**src/rtl/burst_pulse_sequencer_unit_defines.svh**
```systemverilog
// Assertion helpers shared by the RTL of the burst pulse sequencer.
// Each macro expects clk_i and rst_ni in scope.
`ifndef BURST_PULSE_SEQUENCER_UNIT_DEFINES_SVH
`define BURST_PULSE_SEQUENCER_UNIT_DEFINES_SVH

// Same-cycle implication.
`define BPS_ASSERT_IMP(lbl, ante, cons, msg) \
  lbl: assert property (@(posedge clk_i) disable iff (!rst_ni) (ante) |-> (cons)) \
    else $error(msg);

// Next-cycle implication.
`define BPS_ASSERT_NXT(lbl, ante, cons, msg) \
  lbl: assert property (@(posedge clk_i) disable iff (!rst_ni) (ante) |=> (cons)) \
    else $error(msg);

`endif

```
**src/rtl/bps_pkg.sv**
```systemverilog
package bps_pkg;

  localparam int TABLE_DEPTH      = 16;
  localparam int TAB_AW           = $clog2(TABLE_DEPTH);
  localparam int DATA_W           = 16;
  localparam int MAX_SLOTS        = 16;
  localparam int TICKS_PER_SECOND = 1000000;

  localparam int TICKS_W    = $clog2(TICKS_PER_SECOND + 1);
  localparam int CNT_W      = $clog2(MAX_SLOTS + 1);
  localparam int PW_W       = 16;
  localparam int OVH_W      = 10;
  localparam int ADV_W      = 10;
  localparam int FREQ_W     = 14;
  localparam int ACNT_W     = 5;
  localparam int SLOT_LEN_W = PW_W + 1;
  localparam int LEN_W      = (TICKS_W > SLOT_LEN_W) ? TICKS_W : SLOT_LEN_W;
  localparam int PROD_W     = SLOT_LEN_W + CNT_W;
  localparam int PL_W       = (TICKS_W > PROD_W) ? TICKS_W : PROD_W;
  localparam int DIVC_W     = $clog2(TICKS_W + 1);
  localparam int TCNT_W     = 32;

  localparam int CFG_IDX_W  = 3;
  localparam int CFG_DATA_W = 16;

  localparam int FUNC_W     = 3;
  localparam int S_TDATA_W  = 24;
  localparam int M_TDATA_W  = 72;
  localparam int M_TUSER_W  = 2;

  typedef enum logic [FUNC_W-1:0] {
    FUNC_TICK   = 3'd0,
    FUNC_START  = 3'd1,
    FUNC_STOP   = 3'd2,
    FUNC_WR_MUX = 3'd3,
    FUNC_WR_DAC = 3'd4
  } func_e;

  typedef enum logic [CFG_IDX_W-1:0] {
    CFG_PULSE_WIDTH   = 3'd0,
    CFG_SLOT_OVERHEAD = 3'd1,
    CFG_ADVANCE       = 3'd2,
    CFG_BURST_FREQ    = 3'd3,
    CFG_ACTIVE_COUNT  = 3'd4,
    CFG_PAUSE_PATTERN = 3'd5
  } cfg_reg_e;

  typedef enum logic [2:0] {
    S_IDLE,
    S_EXEC,
    S_DIV,
    S_MARK,
    S_OUT
  } state_e;

  // Power-on contents of the DAC table.
  localparam logic [DATA_W-1:0] DAC_RESET [TABLE_DEPTH] = '{
    16'd200,  16'd450,  16'd700,  16'd950,  16'd1200, 16'd1450, 16'd1700, 16'd1950,
    16'd2200, 16'd2450, 16'd2700, 16'd2950, 16'd3200, 16'd3450, 16'd3700, 16'd4000
  };

endpackage

```
**src/rtl/burst_pulse_sequencer_unit.sv**
```systemverilog
// Channel     | Dir | Handshake             | Payload
// ------------+-----+-----------------------+----------------------------------------------
// s_axis      | in  | tvalid/tready         | tuser: func; tdata: entry_index, entry_value
// m_axis      | out | tvalid/tready         | tuser: strobes; tdata: pattern, dac, status
// cfg         | in  | cfg_we_i (no wait)    | cfg_index_i selects register, cfg_wdata_i
//
// Steps: a plain tick, a table write or stop goes from accept through execute and output;
//   start and a tick that closes a slot also pass the mark step. A tick that closes the last
//   slot of a burst also runs the divider before the mark step: the pause length needs
//   TICKS_PER_SECOND / frequency, worked out one quotient bit a cycle by a restoring divider.
// Tables live in two 16-entry synchronous RAMs addressed at accept and read in execute;
//   valid bits make unwritten entries read as their power-on values, so no clearing pass is needed.
// Reset: stopped, in pause, all counters zero, registers at their documented defaults.
// Stalls: a finished item waits in the output register while the next item is accepted;
//   the sequencer holds in its output step only when that register is still full.
module burst_pulse_sequencer_unit
  import bps_pkg::*;
(
  input  logic                  clk_i,
  input  logic                  rst_ni,

  input  logic                  s_axis_tvalid,
  output logic                  s_axis_tready,
  // [3:0] entry_index, [19:4] entry_value, [23:20] zero
  input  logic [S_TDATA_W-1:0]  s_axis_tdata,
  // [2:0] func
  input  logic [FUNC_W-1:0]     s_axis_tuser,

  output logic                  m_axis_tvalid,
  input  logic                  m_axis_tready,
  // [15:0] mux_pattern, [31:16] dac_code, [32] transition_strobe, [33] burst_active,
  // [34] running, [66:35] transition_count, [71:67] zero
  output logic [M_TDATA_W-1:0]  m_axis_tdata,
  // [0] preload_strobe, [1] immediate_strobe
  output logic [M_TUSER_W-1:0]  m_axis_tuser,

  input  logic                  cfg_we_i,
  input  logic [CFG_IDX_W-1:0]  cfg_index_i,
  input  logic [CFG_DATA_W-1:0] cfg_wdata_i
);

  // ------------------------------------------------------------------
  // Configuration registers
  // ------------------------------------------------------------------
  logic [PW_W-1:0]   pw_q;
  logic [OVH_W-1:0]  ovh_q;
  logic [ADV_W-1:0]  adv_q;
  logic [FREQ_W-1:0] freq_q;
  logic [ACNT_W-1:0] acnt_q;
  logic [DATA_W-1:0] pause_pat_q;

  always_ff @(posedge clk_i or negedge rst_ni) begin
    if (!rst_ni) begin
      pw_q        <= PW_W'(100);
      ovh_q       <= '0;
      adv_q       <= '0;
      freq_q      <= FREQ_W'(50);
      acnt_q      <= ACNT_W'(16);
      pause_pat_q <= '0;
    end else if (cfg_we_i) begin
      unique case (cfg_reg_e'(cfg_index_i))
        CFG_PULSE_WIDTH:   pw_q        <= cfg_wdata_i[PW_W-1:0];
        CFG_SLOT_OVERHEAD: ovh_q       <= cfg_wdata_i[OVH_W-1:0];
        CFG_ADVANCE:       adv_q       <= cfg_wdata_i[ADV_W-1:0];
        CFG_BURST_FREQ:    freq_q      <= cfg_wdata_i[FREQ_W-1:0];
        CFG_ACTIVE_COUNT:  acnt_q      <= cfg_wdata_i[ACNT_W-1:0];
        CFG_PAUSE_PATTERN: pause_pat_q <= cfg_wdata_i[DATA_W-1:0];
        default: ;
      endcase
    end
  end

  // Clamp the slot count to 1..MAX_SLOTS.
  logic [CNT_W-1:0]      eff_cnt;
  logic [SLOT_LEN_W-1:0] slot_len;

  always_comb begin
    if (acnt_q == '0) begin
      eff_cnt = CNT_W'(1);
    end else if (32'(acnt_q) > MAX_SLOTS) begin
      eff_cnt = CNT_W'(MAX_SLOTS);
    end else begin
      eff_cnt = CNT_W'(acnt_q);
    end
    slot_len = SLOT_LEN_W'(pw_q) + SLOT_LEN_W'(ovh_q);
  end

  // ------------------------------------------------------------------
  // Sequencer state
  // ------------------------------------------------------------------
  state_e state_q, state_d;

  logic              run_q, run_d;
  logic              pause_q, pause_d;
  logic [CNT_W-1:0]  slot_q, slot_d;
  logic [LEN_W-1:0]  elapsed_q, elapsed_d;
  logic [LEN_W-1:0]  len_q, len_d;
  logic [LEN_W-1:0]  mark_q, mark_d;
  logic [TCNT_W-1:0] tcount_q, tcount_d;

  // Item held while it is worked on.
  func_e             func_q;

  // Result fields built in the execute step.
  logic              res_pre_q, res_pre_d;
  logic              res_imm_q, res_imm_d;
  logic              res_trans_q, res_trans_d;
  logic [DATA_W-1:0] res_mux_q, res_mux_d;
  logic [DATA_W-1:0] res_dac_q, res_dac_d;

  // Length of the next interval and the active part of a burst.
  logic [LEN_W-1:0]  newlen_q, newlen_d;
  logic [PROD_W-1:0] prod_q;

  // Divider for the burst period.
  logic [FREQ_W-1:0]  div_den_q;
  logic [FREQ_W-1:0]  div_rem_q;
  logic [TICKS_W-1:0] div_dvd_q;
  logic [TICKS_W-1:0] div_quo_q;
  logic [DIVC_W-1:0]  div_cnt_q;

  // Output register.
  logic              out_valid_q;
  logic              out_pre_q, out_imm_q, out_trans_q, out_act_q, out_run_q;
  logic [DATA_W-1:0] out_mux_q, out_dac_q;
  logic [TCNT_W-1:0] out_cnt_q;

  // Handshake decode.
  logic  s_accept;
  logic  out_load;
  func_e s_func;
  logic  go_div;
  logic  go_mark;

  assign s_func   = func_e'(s_axis_tuser);
  assign s_accept = s_axis_tvalid && s_axis_tready;

  // ------------------------------------------------------------------
  // Tables: two RAMs, written at accept, read at accept for the next step
  // ------------------------------------------------------------------
  logic [CNT_W:0]              nxt_cur;
  logic [TAB_AW-1:0]           raddr;
  logic [TAB_AW-1:0]           raddr_q;
  logic [TAB_AW-1:0]           s_idx;
  logic [DATA_W-1:0]           s_val;
  logic                        mux_we, dac_we;
  logic [TABLE_DEPTH-1:0]      mux_vld_q, dac_vld_q;
  logic                        mux_rvld_q, dac_rvld_q;
  logic [DATA_W-1:0]           mux_rdata, dac_rdata;
  logic [DATA_W-1:0]           mux_rd, dac_rd;

  assign s_idx   = s_axis_tdata[TAB_AW-1:0];
  assign s_val   = s_axis_tdata[TAB_AW +: DATA_W];
  assign nxt_cur = {1'b0, slot_q} + 1'b1;
  assign mux_we  = s_accept && (s_func == FUNC_WR_MUX);
  assign dac_we  = s_accept && (s_func == FUNC_WR_DAC);

  // A pulse-slot tick may preload the next slot's entry; everything else needs entry 0.
  always_comb begin
    if ((s_func == FUNC_TICK) && !pause_q) begin
      raddr = TAB_AW'(32'(nxt_cur));
    end else begin
      raddr = '0;
    end
  end

  bps_ram #(
    .WIDTH (DATA_W),
    .DEPTH (TABLE_DEPTH)
  ) u_mux_ram (
    .clk_i   (clk_i),
    .we_i    (mux_we),
    .waddr_i (s_idx),
    .wdata_i (s_val),
    .raddr_i (raddr),
    .rdata_o (mux_rdata)
  );

  bps_ram #(
    .WIDTH (DATA_W),
    .DEPTH (TABLE_DEPTH)
  ) u_dac_ram (
    .clk_i   (clk_i),
    .we_i    (dac_we),
    .waddr_i (s_idx),
    .wdata_i (s_val),
    .raddr_i (raddr),
    .rdata_o (dac_rdata)
  );

  always_ff @(posedge clk_i or negedge rst_ni) begin
    if (!rst_ni) begin
      mux_vld_q <= '0;
      dac_vld_q <= '0;
    end else begin
      if (mux_we) begin
        mux_vld_q[s_idx] <= 1'b1;
      end
      if (dac_we) begin
        dac_vld_q[s_idx] <= 1'b1;
      end
    end
  end

  // Track the valid bit and address alongside the registered read.
  always_ff @(posedge clk_i) begin
    raddr_q    <= raddr;
    mux_rvld_q <= mux_vld_q[raddr];
    dac_rvld_q <= dac_vld_q[raddr];
  end

  assign mux_rd = mux_rvld_q ? mux_rdata : '0;
  assign dac_rd = dac_rvld_q ? dac_rdata : DAC_RESET[raddr_q];

  // ------------------------------------------------------------------
  // Control: next state
  // ------------------------------------------------------------------
  always_comb begin
    state_d = state_q;
    unique case (state_q)
      S_IDLE: begin
        if (s_accept) begin
          state_d = S_EXEC;
        end
      end
      S_EXEC: begin
        if (go_div) begin
          state_d = S_DIV;
        end else if (go_mark) begin
          state_d = S_MARK;
        end else begin
          state_d = S_OUT;
        end
      end
      S_DIV: begin
        if (div_cnt_q == '0) begin
          state_d = S_MARK;
        end
      end
      S_MARK: state_d = S_OUT;
      S_OUT: begin
        if (out_load) begin
          state_d = S_IDLE;
        end
      end
      default: state_d = S_IDLE;
    endcase
  end

  // ------------------------------------------------------------------
  // Control: outputs
  // ------------------------------------------------------------------
  always_comb begin
    s_axis_tready = (state_q == S_IDLE);
    out_load      = (state_q == S_OUT) && (!out_valid_q || m_axis_tready);
  end

  // ------------------------------------------------------------------
  // Execute step: advance time or apply the command
  // ------------------------------------------------------------------
  logic [LEN_W-1:0] el_inc;
  logic             nxt_done;

  assign el_inc   = elapsed_q + 1'b1;
  assign nxt_done = nxt_cur >= {1'b0, eff_cnt};

  always_comb begin
    run_d       = run_q;
    pause_d     = pause_q;
    slot_d      = slot_q;
    elapsed_d   = elapsed_q;
    tcount_d    = tcount_q;
    res_pre_d   = 1'b0;
    res_imm_d   = 1'b0;
    res_trans_d = 1'b0;
    res_mux_d   = '0;
    res_dac_d   = '0;
    newlen_d    = LEN_W'(slot_len);
    go_div      = 1'b0;
    go_mark     = 1'b0;

    unique case (func_q)
      FUNC_TICK: begin
        if (run_q) begin
          elapsed_d = el_inc;
          if (el_inc == mark_q) begin
            res_pre_d = 1'b1;
            if (!pause_q && nxt_done) begin
              // Pause follows: drive the idle pattern.
              res_mux_d = pause_pat_q;
            end else begin
              res_mux_d = mux_rd;
              res_dac_d = dac_rd;
            end
          end
          if (el_inc >= len_q) begin
            res_trans_d = 1'b1;
            tcount_d    = tcount_q + 1'b1;
            if (!pause_q && nxt_done) begin
              pause_d = 1'b1;
              slot_d  = '0;
              go_div  = 1'b1;
            end else begin
              pause_d = 1'b0;
              slot_d  = pause_q ? '0 : CNT_W'(nxt_cur);
              go_mark = 1'b1;
            end
          end
        end
      end
      FUNC_START: begin
        if (!run_q) begin
          run_d     = 1'b1;
          pause_d   = 1'b0;
          slot_d    = '0;
          res_imm_d = 1'b1;
          res_mux_d = mux_rd;
          res_dac_d = dac_rd;
          go_mark   = 1'b1;
        end
      end
      FUNC_STOP: begin
        run_d     = 1'b0;
        pause_d   = 1'b1;
        slot_d    = '0;
        elapsed_d = '0;
        res_imm_d = 1'b1;
        res_mux_d = pause_pat_q;
      end
      default: ;
    endcase
  end

  // ------------------------------------------------------------------
  // Interval bounds: clamp the length, place the preload mark
  // ------------------------------------------------------------------
  logic [LEN_W-1:0] mk_len;
  logic [LEN_W-1:0] mk_mark;

  always_comb begin
    mk_len = (newlen_q == '0) ? LEN_W'(1) : newlen_q;
    if (mk_len > LEN_W'(adv_q)) begin
      mk_mark = mk_len - LEN_W'(adv_q);
    end else begin
      mk_mark = mk_len >> 1;
    end
    if (mk_mark == '0) begin
      mk_mark = LEN_W'(1);
    end
  end

  // Pause length from the divided period and the active part of the burst.
  logic [PL_W-1:0]   period_ext;
  logic [PL_W-1:0]   prod_ext;
  logic [LEN_W-1:0]  pause_len;
  logic [FREQ_W:0]   div_trial;
  logic              div_take;

  always_comb begin
    period_ext = PL_W'(div_quo_q);
    prod_ext   = PL_W'(prod_q);
    pause_len  = (period_ext > prod_ext) ? LEN_W'(period_ext - prod_ext) : '0;
    div_trial  = {div_rem_q, div_dvd_q[TICKS_W-1]};
    div_take   = div_trial >= {1'b0, div_den_q};
  end

  // ------------------------------------------------------------------
  // Control registers
  // ------------------------------------------------------------------
  always_ff @(posedge clk_i or negedge rst_ni) begin
    if (!rst_ni) begin
      state_q     <= S_IDLE;
      run_q       <= 1'b0;
      pause_q     <= 1'b1;
      slot_q      <= '0;
      elapsed_q   <= '0;
      len_q       <= '0;
      mark_q      <= '0;
      tcount_q    <= '0;
      div_cnt_q   <= '0;
      out_valid_q <= 1'b0;
    end else begin
      state_q <= state_d;
      if (state_q == S_EXEC) begin
        run_q     <= run_d;
        pause_q   <= pause_d;
        slot_q    <= slot_d;
        elapsed_q <= elapsed_d;
        tcount_q  <= tcount_d;
        if (func_q == FUNC_STOP) begin
          len_q  <= '0;
          mark_q <= '0;
        end
        if (go_div) begin
          div_cnt_q <= DIVC_W'(TICKS_W);
        end
      end
      if ((state_q == S_DIV) && (div_cnt_q != '0)) begin
        div_cnt_q <= div_cnt_q - 1'b1;
      end
      if (state_q == S_MARK) begin
        len_q     <= mk_len;
        mark_q    <= mk_mark;
        elapsed_q <= '0;
      end
      // Hold the result until the sink takes it.
      if (out_load) begin
        out_valid_q <= 1'b1;
      end else if (m_axis_tready) begin
        out_valid_q <= 1'b0;
      end
    end
  end

  // ------------------------------------------------------------------
  // Payload registers
  // ------------------------------------------------------------------
  always_ff @(posedge clk_i) begin
    if (s_accept) begin
      func_q <= s_func;
    end
    if (state_q == S_EXEC) begin
      res_pre_q   <= res_pre_d;
      res_imm_q   <= res_imm_d;
      res_trans_q <= res_trans_d;
      res_mux_q   <= res_mux_d;
      res_dac_q   <= res_dac_d;
      newlen_q    <= newlen_d;
      prod_q      <= PROD_W'(slot_len) * PROD_W'(eff_cnt);
      div_den_q   <= (freq_q == '0) ? FREQ_W'(1) : freq_q;
      div_rem_q   <= '0;
      div_dvd_q   <= TICKS_W'(TICKS_PER_SECOND);
      div_quo_q   <= '0;
    end
    if (state_q == S_DIV) begin
      if (div_cnt_q != '0) begin
        // One restoring step per cycle, most significant bit first.
        div_rem_q <= div_take ? FREQ_W'(div_trial - {1'b0, div_den_q})
                              : FREQ_W'(div_trial);
        div_dvd_q <= div_dvd_q << 1;
        div_quo_q <= {div_quo_q[TICKS_W-2:0], div_take};
      end else begin
        newlen_q <= pause_len;
      end
    end
    if (out_load) begin
      out_pre_q   <= res_pre_q;
      out_imm_q   <= res_imm_q;
      out_trans_q <= res_trans_q;
      out_mux_q   <= res_mux_q;
      out_dac_q   <= res_dac_q;
      out_act_q   <= run_q && !pause_q;
      out_run_q   <= run_q;
      out_cnt_q   <= tcount_q;
    end
  end

  // Table writes carry no time; the index and value are consumed at accept.
  logic wr_item;
  assign wr_item = (func_q == FUNC_WR_MUX) || (func_q == FUNC_WR_DAC);

  // ------------------------------------------------------------------
  // Ports
  // ------------------------------------------------------------------
  assign m_axis_tvalid = out_valid_q;
  assign m_axis_tuser  = {out_imm_q, out_pre_q};
  assign m_axis_tdata  = {{(M_TDATA_W - TCNT_W - 3 - 2 * DATA_W){1'b0}},
                          out_cnt_q, out_run_q, out_act_q, out_trans_q,
                          out_dac_q, out_mux_q};

  // ------------------------------------------------------------------
  // Assertions
  // ------------------------------------------------------------------
  logic idle_run;
  logic mark_ok;
  logic wr_exec;
  logic time_moved;

  assign idle_run   = run_q && (state_q == S_IDLE);
  assign mark_ok    = (mark_q != '0) && (mark_q <= len_q);
  assign wr_exec    = (state_q == S_EXEC) && wr_item;
  assign time_moved = go_mark || go_div || (elapsed_d != elapsed_q);

`include "burst_pulse_sequencer_unit_defines.svh"

  `BPS_ASSERT_IMP(a_elapsed_in_interval, idle_run, elapsed_q < len_q, "elapsed past interval end")
  `BPS_ASSERT_IMP(a_mark_in_interval, idle_run, mark_ok, "preload mark outside interval")
  `BPS_ASSERT_NXT(a_count_on_exec, state_q != S_EXEC, $stable(tcount_q), "count moved")
  `BPS_ASSERT_IMP(a_one_strobe, m_axis_tvalid, !(&m_axis_tuser), "two strobes at once")
  `BPS_ASSERT_IMP(a_write_keeps_time, wr_exec, !time_moved, "table write advanced time")

endmodule

```
**src/rtl/bps_ram.sv**
```systemverilog
module bps_ram #(
  parameter int WIDTH = 16,
  parameter int DEPTH = 16
) (
  input  logic                     clk_i,
  input  logic                     we_i,
  input  logic [$clog2(DEPTH)-1:0] waddr_i,
  input  logic [WIDTH-1:0]         wdata_i,
  input  logic [$clog2(DEPTH)-1:0] raddr_i,
  output logic [WIDTH-1:0]         rdata_o
);

  logic [WIDTH-1:0] mem_q [DEPTH];

  always_ff @(posedge clk_i) begin
    if (we_i) begin
      mem_q[waddr_i] <= wdata_i;
    end
    rdata_o <= mem_q[raddr_i];
  end

endmodule

```
**config.mk**
```make
export PLATFORM = sky130hd
export DESIGN_NAME = burst_pulse_sequencer_unit
export DESIGN_NICKNAME = d
export VERILOG_FILES = /design/src/rtl/bps_pkg.sv /design/src/rtl/burst_pulse_sequencer_unit.sv /design/src/rtl/bps_ram.sv
export VERILOG_INCLUDE_DIRS = /design/src /design/src/rtl
export SDC_FILE = /design/constraint.sdc
export NUM_CORES = 2
export LEC_CHECK = 0
export ABC_AREA = 1
export BUFFER_PORTS_ARGS = -buffer_cell sky130_fd_sc_hd__buf_2
export CAP_MARGIN = 20
export CORE_ASPECT_RATIO = 1.5
export CORE_MARGIN = 2
export CORE_UTILIZATION = 63
export CTS_CLUSTER_DIAMETER = 50
export DETAILED_ROUTE_END_ITERATION = 8
export GPL_TIMING_DRIVEN = 0
export PLACE_DENSITY = 0.8
export SYNTH_ARGS = -nofsm -noshare
export SYNTH_HDL_FRONTEND = slang
export SYNTH_SLANG_ARGS = --single-unit
```
**constraint.sdc**
```tcl
create_clock -name clk_i -period 5.9 [get_ports clk_i]
set_input_delay 1.475 -clock clk_i [delete_from_list [all_inputs] [get_ports clk_i]]
set_output_delay 1.475 -clock clk_i [all_outputs]
set_load 0.005 [all_outputs]
```
Word level (Yosys, flattened, before mapping) --
Memories as Yosys holds them, arrays and structs flattened. A register that Yosys moved wholly into a read port is not among the register bits. Index checks and enable logic that the tools add are counted. Widths: inputs -> output; s select.
Storage, ports and cells: RAM bits 512, ROM bits 256, word-level logic and storage cells 217, output and inout port bits 76, flip-flop bits (word level) 434, memories 3
Cells by class: add/subtract/negate cells 8, reductions and logical operators 44, bitwise gates (word level) 3, multipliers 1, magnitude comparators 10, equal/unequal tests 21, mux-type cells 86
Memory list:
- (name not given) | words 16, width 16, rd ports 1, clocked after Yosys merged registers in 0, write ports 0, line burst_pulse_sequencer_unit.sv:213 | assign dac_rd = dac_rvld_q ? dac_rdata : DAC_RESET[raddr_q];
- u_dac_ram.mem_q | words 16, width 16, rd ports 1, clocked after Yosys merged registers in 1, write ports 1, line bps_ram.sv:13 | logic [WIDTH-1:0] mem_q [DEPTH];
- u_mux_ram.mem_q | words 16, width 16, rd ports 1, clocked after Yosys merged registers in 1, write ports 1, line bps_ram.sv:13
Operator list (count):
- $mux 20 | 20
- $mux 16 | 12
- $mux 14 | 4
- $mux 5 | 10
- $pmux 16 s3 | 1
- $logic_not 20->1 | 2
- $pmux 20 s2 | 1
- $add 32x1->32 const B | 1
- $or 16x16->16 | 2
- $pmux 16 s2 | 1
- $gt 20x22->1 | 1
- $mul 17x5->22 | 1
- $mux 1 | 22
- $add 20x1->20 const B | 1
- $eq 20x20->1 | 1
- $ge 20x20->1 | 1
- $gt 20x10->1 | 1
- $reduce_and 2->1 | 10
- $sub 20x10->20 | 1
- $sub 20x20->20 | 1
- $eq 3x2->1 const B | 6
- $add 16x10->17 | 1
- $ge 15x14->1 | 1
- $mux 3 | 5
- other kinds (33) | 66

Depth between registers and ports, before layout --
word-level depth 12, depth in mapped cells 28

Hierarchy --
From an unflattened synthesis, not the netlist that was laid out.
Unflattened totals: cell total of the unflattened synthesis 5242, area, all modules 47931.0 um^2
By module, submodules not included:
- burst_pulse_sequencer_unit | area each 25169.1 um^2, instances 1, cells an instance 3094
- bps_ram | area each 11380.9 um^2, instances 2, cells an instance 1074

Worst setup path after synthesis --
No wires, ideal clock.
path kind register to register, from register pw_q[0], to register prod_q[20], in the netlist prod_ext[20] (data pin), slack 829 ps, arrival time 4808 ps, stages on the path, launching flop included 28, path buffers 0, library setup time 262 ps, cell sequence dfrtp_1 ha_1 inv_1 fa_1 nand3b_1 nand2_1 nand4_1 nand2_1 a21boi_0 nor2_1 xor2_1 inv_1 nor2_1 fa_1 fa_1 inv_1 fa_1 inv_1 ha_1 a21oi_1 o21ai_0 a21oi_1 nand2_1 nand3_1 nand2_1 a21oi_1 o21bai_1 xor2_1
Between the ends: longest elaborated chain between the ends 2
Ends and longest elaborated chain:
- start: declaration | line burst_pulse_sequencer_unit.sv:45 | logic [PW_W-1:0] pw_q;
- start signal: assignment | line burst_pulse_sequencer_unit.sv:62 | CFG_PULSE_WIDTH: pw_q <= cfg_wdata_i[PW_W-1:0];
- $add 16x10->17 | line burst_pulse_sequencer_unit.sv:85 | slot_len = SLOT_LEN_W'(pw_q) + SLOT_LEN_W'(ovh_q);
- $mul 17x5->22 | line burst_pulse_sequencer_unit.sv:429 | prod_q <= PROD_W'(slot_len) * PROD_W'(eff_cnt);
- end signal: assignment | line burst_pulse_sequencer_unit.sv:429
- end: declaration | line burst_pulse_sequencer_unit.sv:113 | logic [PROD_W-1:0] prod_q;
No other way between the ends. A chain may end at the register's enable or synchronous reset.

Worst setup path in the final report --
from register ovh_q[0], to register prod_q[20], in the netlist prod_ext[20] (data pin)
Between the ends: longest elaborated chain between the ends 2
Ends and longest elaborated chain:
- start: declaration | line burst_pulse_sequencer_unit.sv:46 | logic [OVH_W-1:0] ovh_q;
- start signal: assignment | line burst_pulse_sequencer_unit.sv:63 | CFG_SLOT_OVERHEAD: ovh_q <= cfg_wdata_i[OVH_W-1:0];
- $add 16x10->17 | line burst_pulse_sequencer_unit.sv:85
- $mul 17x5->22 | line burst_pulse_sequencer_unit.sv:429
No other way between the ends.

==> results.yml <==
status:
  status: "finished clean"
sta:
  setup_viol: 0
  period_share_pct: 94.72
  fmax_mhz: 178.9
  min_period_ns: 5.588
  hold_slack_ns: 0.4230
  fin_skew_ns: 0.02334
  hold_violations: 0
  totalNegativeSetupSlack_ns: 0
  slew_violations: 0
  tightest_slew_ns: 1.010
  relSlewSlack_pct: 32.67
critical_path:
  cp-start-kind: "register"
  crit_path_top_delay_cell: "fa_1"
  required_ns: 6.30
  cp.arrival_ns: 5.99
  reg2regPathDepth: 27
  cp-endpoint: "prod_ext[20]"
  critPathMaxFanout: 5
  crit_path_max_incr_delay_ns: 0.55
  crit_family: "adder cells"
  cp-end-kind: "register"
  r2r_start: "ovh_q[0]"
  path_depth: 27
  crit_path_start: "ovh_q[0]"
  reg2reg_to: "prod_ext[20]"
  r2r_slack_ns: 0.31
  cp_num_buf_inv: 4
  crit_type: "reg -> reg"
layout:
  seqCellArea_um2: 27200
  final_cell_mix: "nor2_1 (733), edfxtp_1 (655), nand2_1 (646)"
  antenna_cells: 0
  area_growth_pct: 12.06
  fill_cells: 5249
  fin_area_um2: 51710
  layout_commonest_cell: "nor2_1"
  multi_input_area_um2: 16240
  nNetsFinal: 5162
  layout-drive-gt1-share_pct: 9.693
  stdcell_count: 5946
drt:
  post-route-drc-count: 0
  num_vias: 35747
  drt_iter0_drc: 3714
  via_per_inst: 6.012
  antenna_left: 0
  dr.pass1.iters: 8
  wl_per_cell_um: 22.43
  wl_mm: 133.4
floorplanning:
  io_pins: 127
  die_y_um: 335.5
  num_rows: 121
  start_util_pct: 63.64
  coreArea_um2: 72520
  dieArea_um2: 75480
  fp.dieW_um: 225.0
logic_synthesis:
  yosysSeqAreaShare_pct: 58.94
  yosysWarnings: 0
  synth_cells: 4697
  synth.area.top_cells: "edfxtp_1 (43%), dfrtp_1 (11%), nor2_1 (6.2%), o21ai_0 (5.4%), nand2_1 (5.3%)"
  postSynth.asyncResetShare_pct: 21.57
  synthFlopType: "edfxtp_1"
  synth_top_area_share_pct: 42.62
  synth_edf_count: 655
  ys_ff_latch: 978
  synth_area_um2: 46150
  avgSynthCellArea_um2: 9.826
  synth_cell_types: 62
  synth_top_area_cell: "edfxtp_1"
clock_network:
  clock_path_buffers: 3
  htree_num_levels: 3
  clkSinkCount: 978
  tritoncts: "yes"
  cts-root-buf: "clkbuf_16"
  clk_latency_ns: 0.68
  clk_pin_slew_worst_paths_ns: 0.06
  cts_buffers: 94
global_route:
  grt_overflow: 0
  grt_pass1_vias: 35838
  grt.total_usage_pct: 35.58
  met2_usage_pct: 63.87
  grt_max_degree: 94
  grt_pass1_wl_mm: 201.7
  grt-busiest-layer: "met2"
  grt_use_met3_pct: 4.524
  grt_use_met1_pct: 38.73
  antenna_found_initial: 4
power:
  vdd_drop_max_v: 0.0003078
  leakagePower_uw: 0.02118
  pwr_density_cell_nw_per_um2: 401.7
place:
  finalWeightedCongestion: 0.9767
  dp_hpwl_mm: 98.30
  post-place-cells: 5768
  post_dp_cell_area_um2: 48360
  portBuffers: 117
job:
  maxCapViolCount: 0
worst_hold_path:
  hp-class: "reg -> reg"
==> final cells by class <==
cell class | count | share of cell area [%]
plain buffers | 228 | 1.911
clock buffers | 120 | 5.098
clock inverters | 55 | 1.140
inverters | 507 | 3.680
multi-input cells | 2988 | 31.40
flip-flops and latches | 978 | 52.60
well taps | 922 | 2.231
repair buffers | 148 | 1.940
==> stage by stage <==
stage	setup slack [ns]	power (uW)	utilization, %
final	0.3116	20770	71.31
after detailed placement	-0.2527	14470	66.69
after global placement	-0.5305	14360	66.06
after floorplan	0.8295	12490	-
after global routing	-0.02493	21770	71.31
after CTS	0.03622	20690	71.18
==> worst reg2reg max path, delay by kind of cell, from the launching register on <==
kind | cells | cell delay, ns
xor gates and xnor gates | 2 | 0.27
buffers and inverters | 4 | 0.30
DFF | 1 | 0.36
and+or+nand+nor | 12 | 1.56
AOI/OAI and AO/OA | 3 | 0.35
adders and majority gates | 6 | 2.52
==> worst min-delay path by stage <==
stage	depth (start not counted)	slack, ns	end	start
floorplan	0	0.40	out_dac_q[0]	res_dac_q[0]
global placement	0	0.40	out_imm_q	res_imm_q
detailed placement	0	0.40	out_imm_q	res_imm_q
CTS	0	0.42	out_imm_q	res_imm_q
global route	0	0.42	out_imm_q	res_imm_q
finish	0	0.42	out_mux_q[14]	res_mux_q[14]
==> flip-flops by register name, indices dropped and copies added (netlist names), 22 cells and up <==
register         count
prod_ext            22
out_cnt_q           32
tcount_q            32
u_mux_ram.mem_q    256
u_dac_ram.mem_q    256
==> cells by family after synthesis <==
| family | share of synthesized area, % |
|---|---|
| other | 0.008126 |
| AND/OR/NAND/NOR | 16.77 |
| flip-flops | 58.94 |
| adder cells (fa/ha/maj) | 5.298 |
| AO/OA/AOI/OAI | 10.79 |
| XOR/XNOR | 1.928 |
| multiplexers | 0.02169 |
| buffers and inverters | 6.252 |
==> what timing repair did <==
item | 4_1_cts | 5_1_grt
gates resized for setup | 3 | 23
gates cloned | 0 | 0
setup endpoints to repair | 5 | 6
pin swaps | 1 | 5
setup buffers | 1 | 2
hold buffers | 0 | 0
==> cell usage after synthesis (37+ instances only) <==
| cell | instances |
|---|---|
| nand3_1 | 187 |
| inv_1 | 485 |
| nor3_1 | 51 |
| buf_2 | 41 |
| o22ai_1 | 84 |
| a31oi_1 | 37 |
| fa_1 | 49 |
| nand4_1 | 84 |
| dfxtp_1 | 112 |
| a21oi_1 | 146 |
| dfrtp_1 | 203 |
| xor2_1 | 63 |
| nor2_1 | 758 |
| edfxtp_1 | 655 |
| ha_1 | 117 |
| o21ai_0 | 497 |
| clkbuf_1 | 162 |
| o211ai_1 | 39 |
| nand2_1 | 648 |
==> metal layers <==
layer  share of wire, %  vias to the layer above
li1                   -                    16462
met1                 34                    16983
met2                 51                     1795
met3                6.7                      507
met4                7.7                        0
met5                  0                        -
==> report_power, final <==
group,internal (uW),total [uW],switching [uW]
combinational,1860,5870,4020
clock,3590,6290,2700
sequential,8200,8610,419
(Power assumes the default switching activity.)
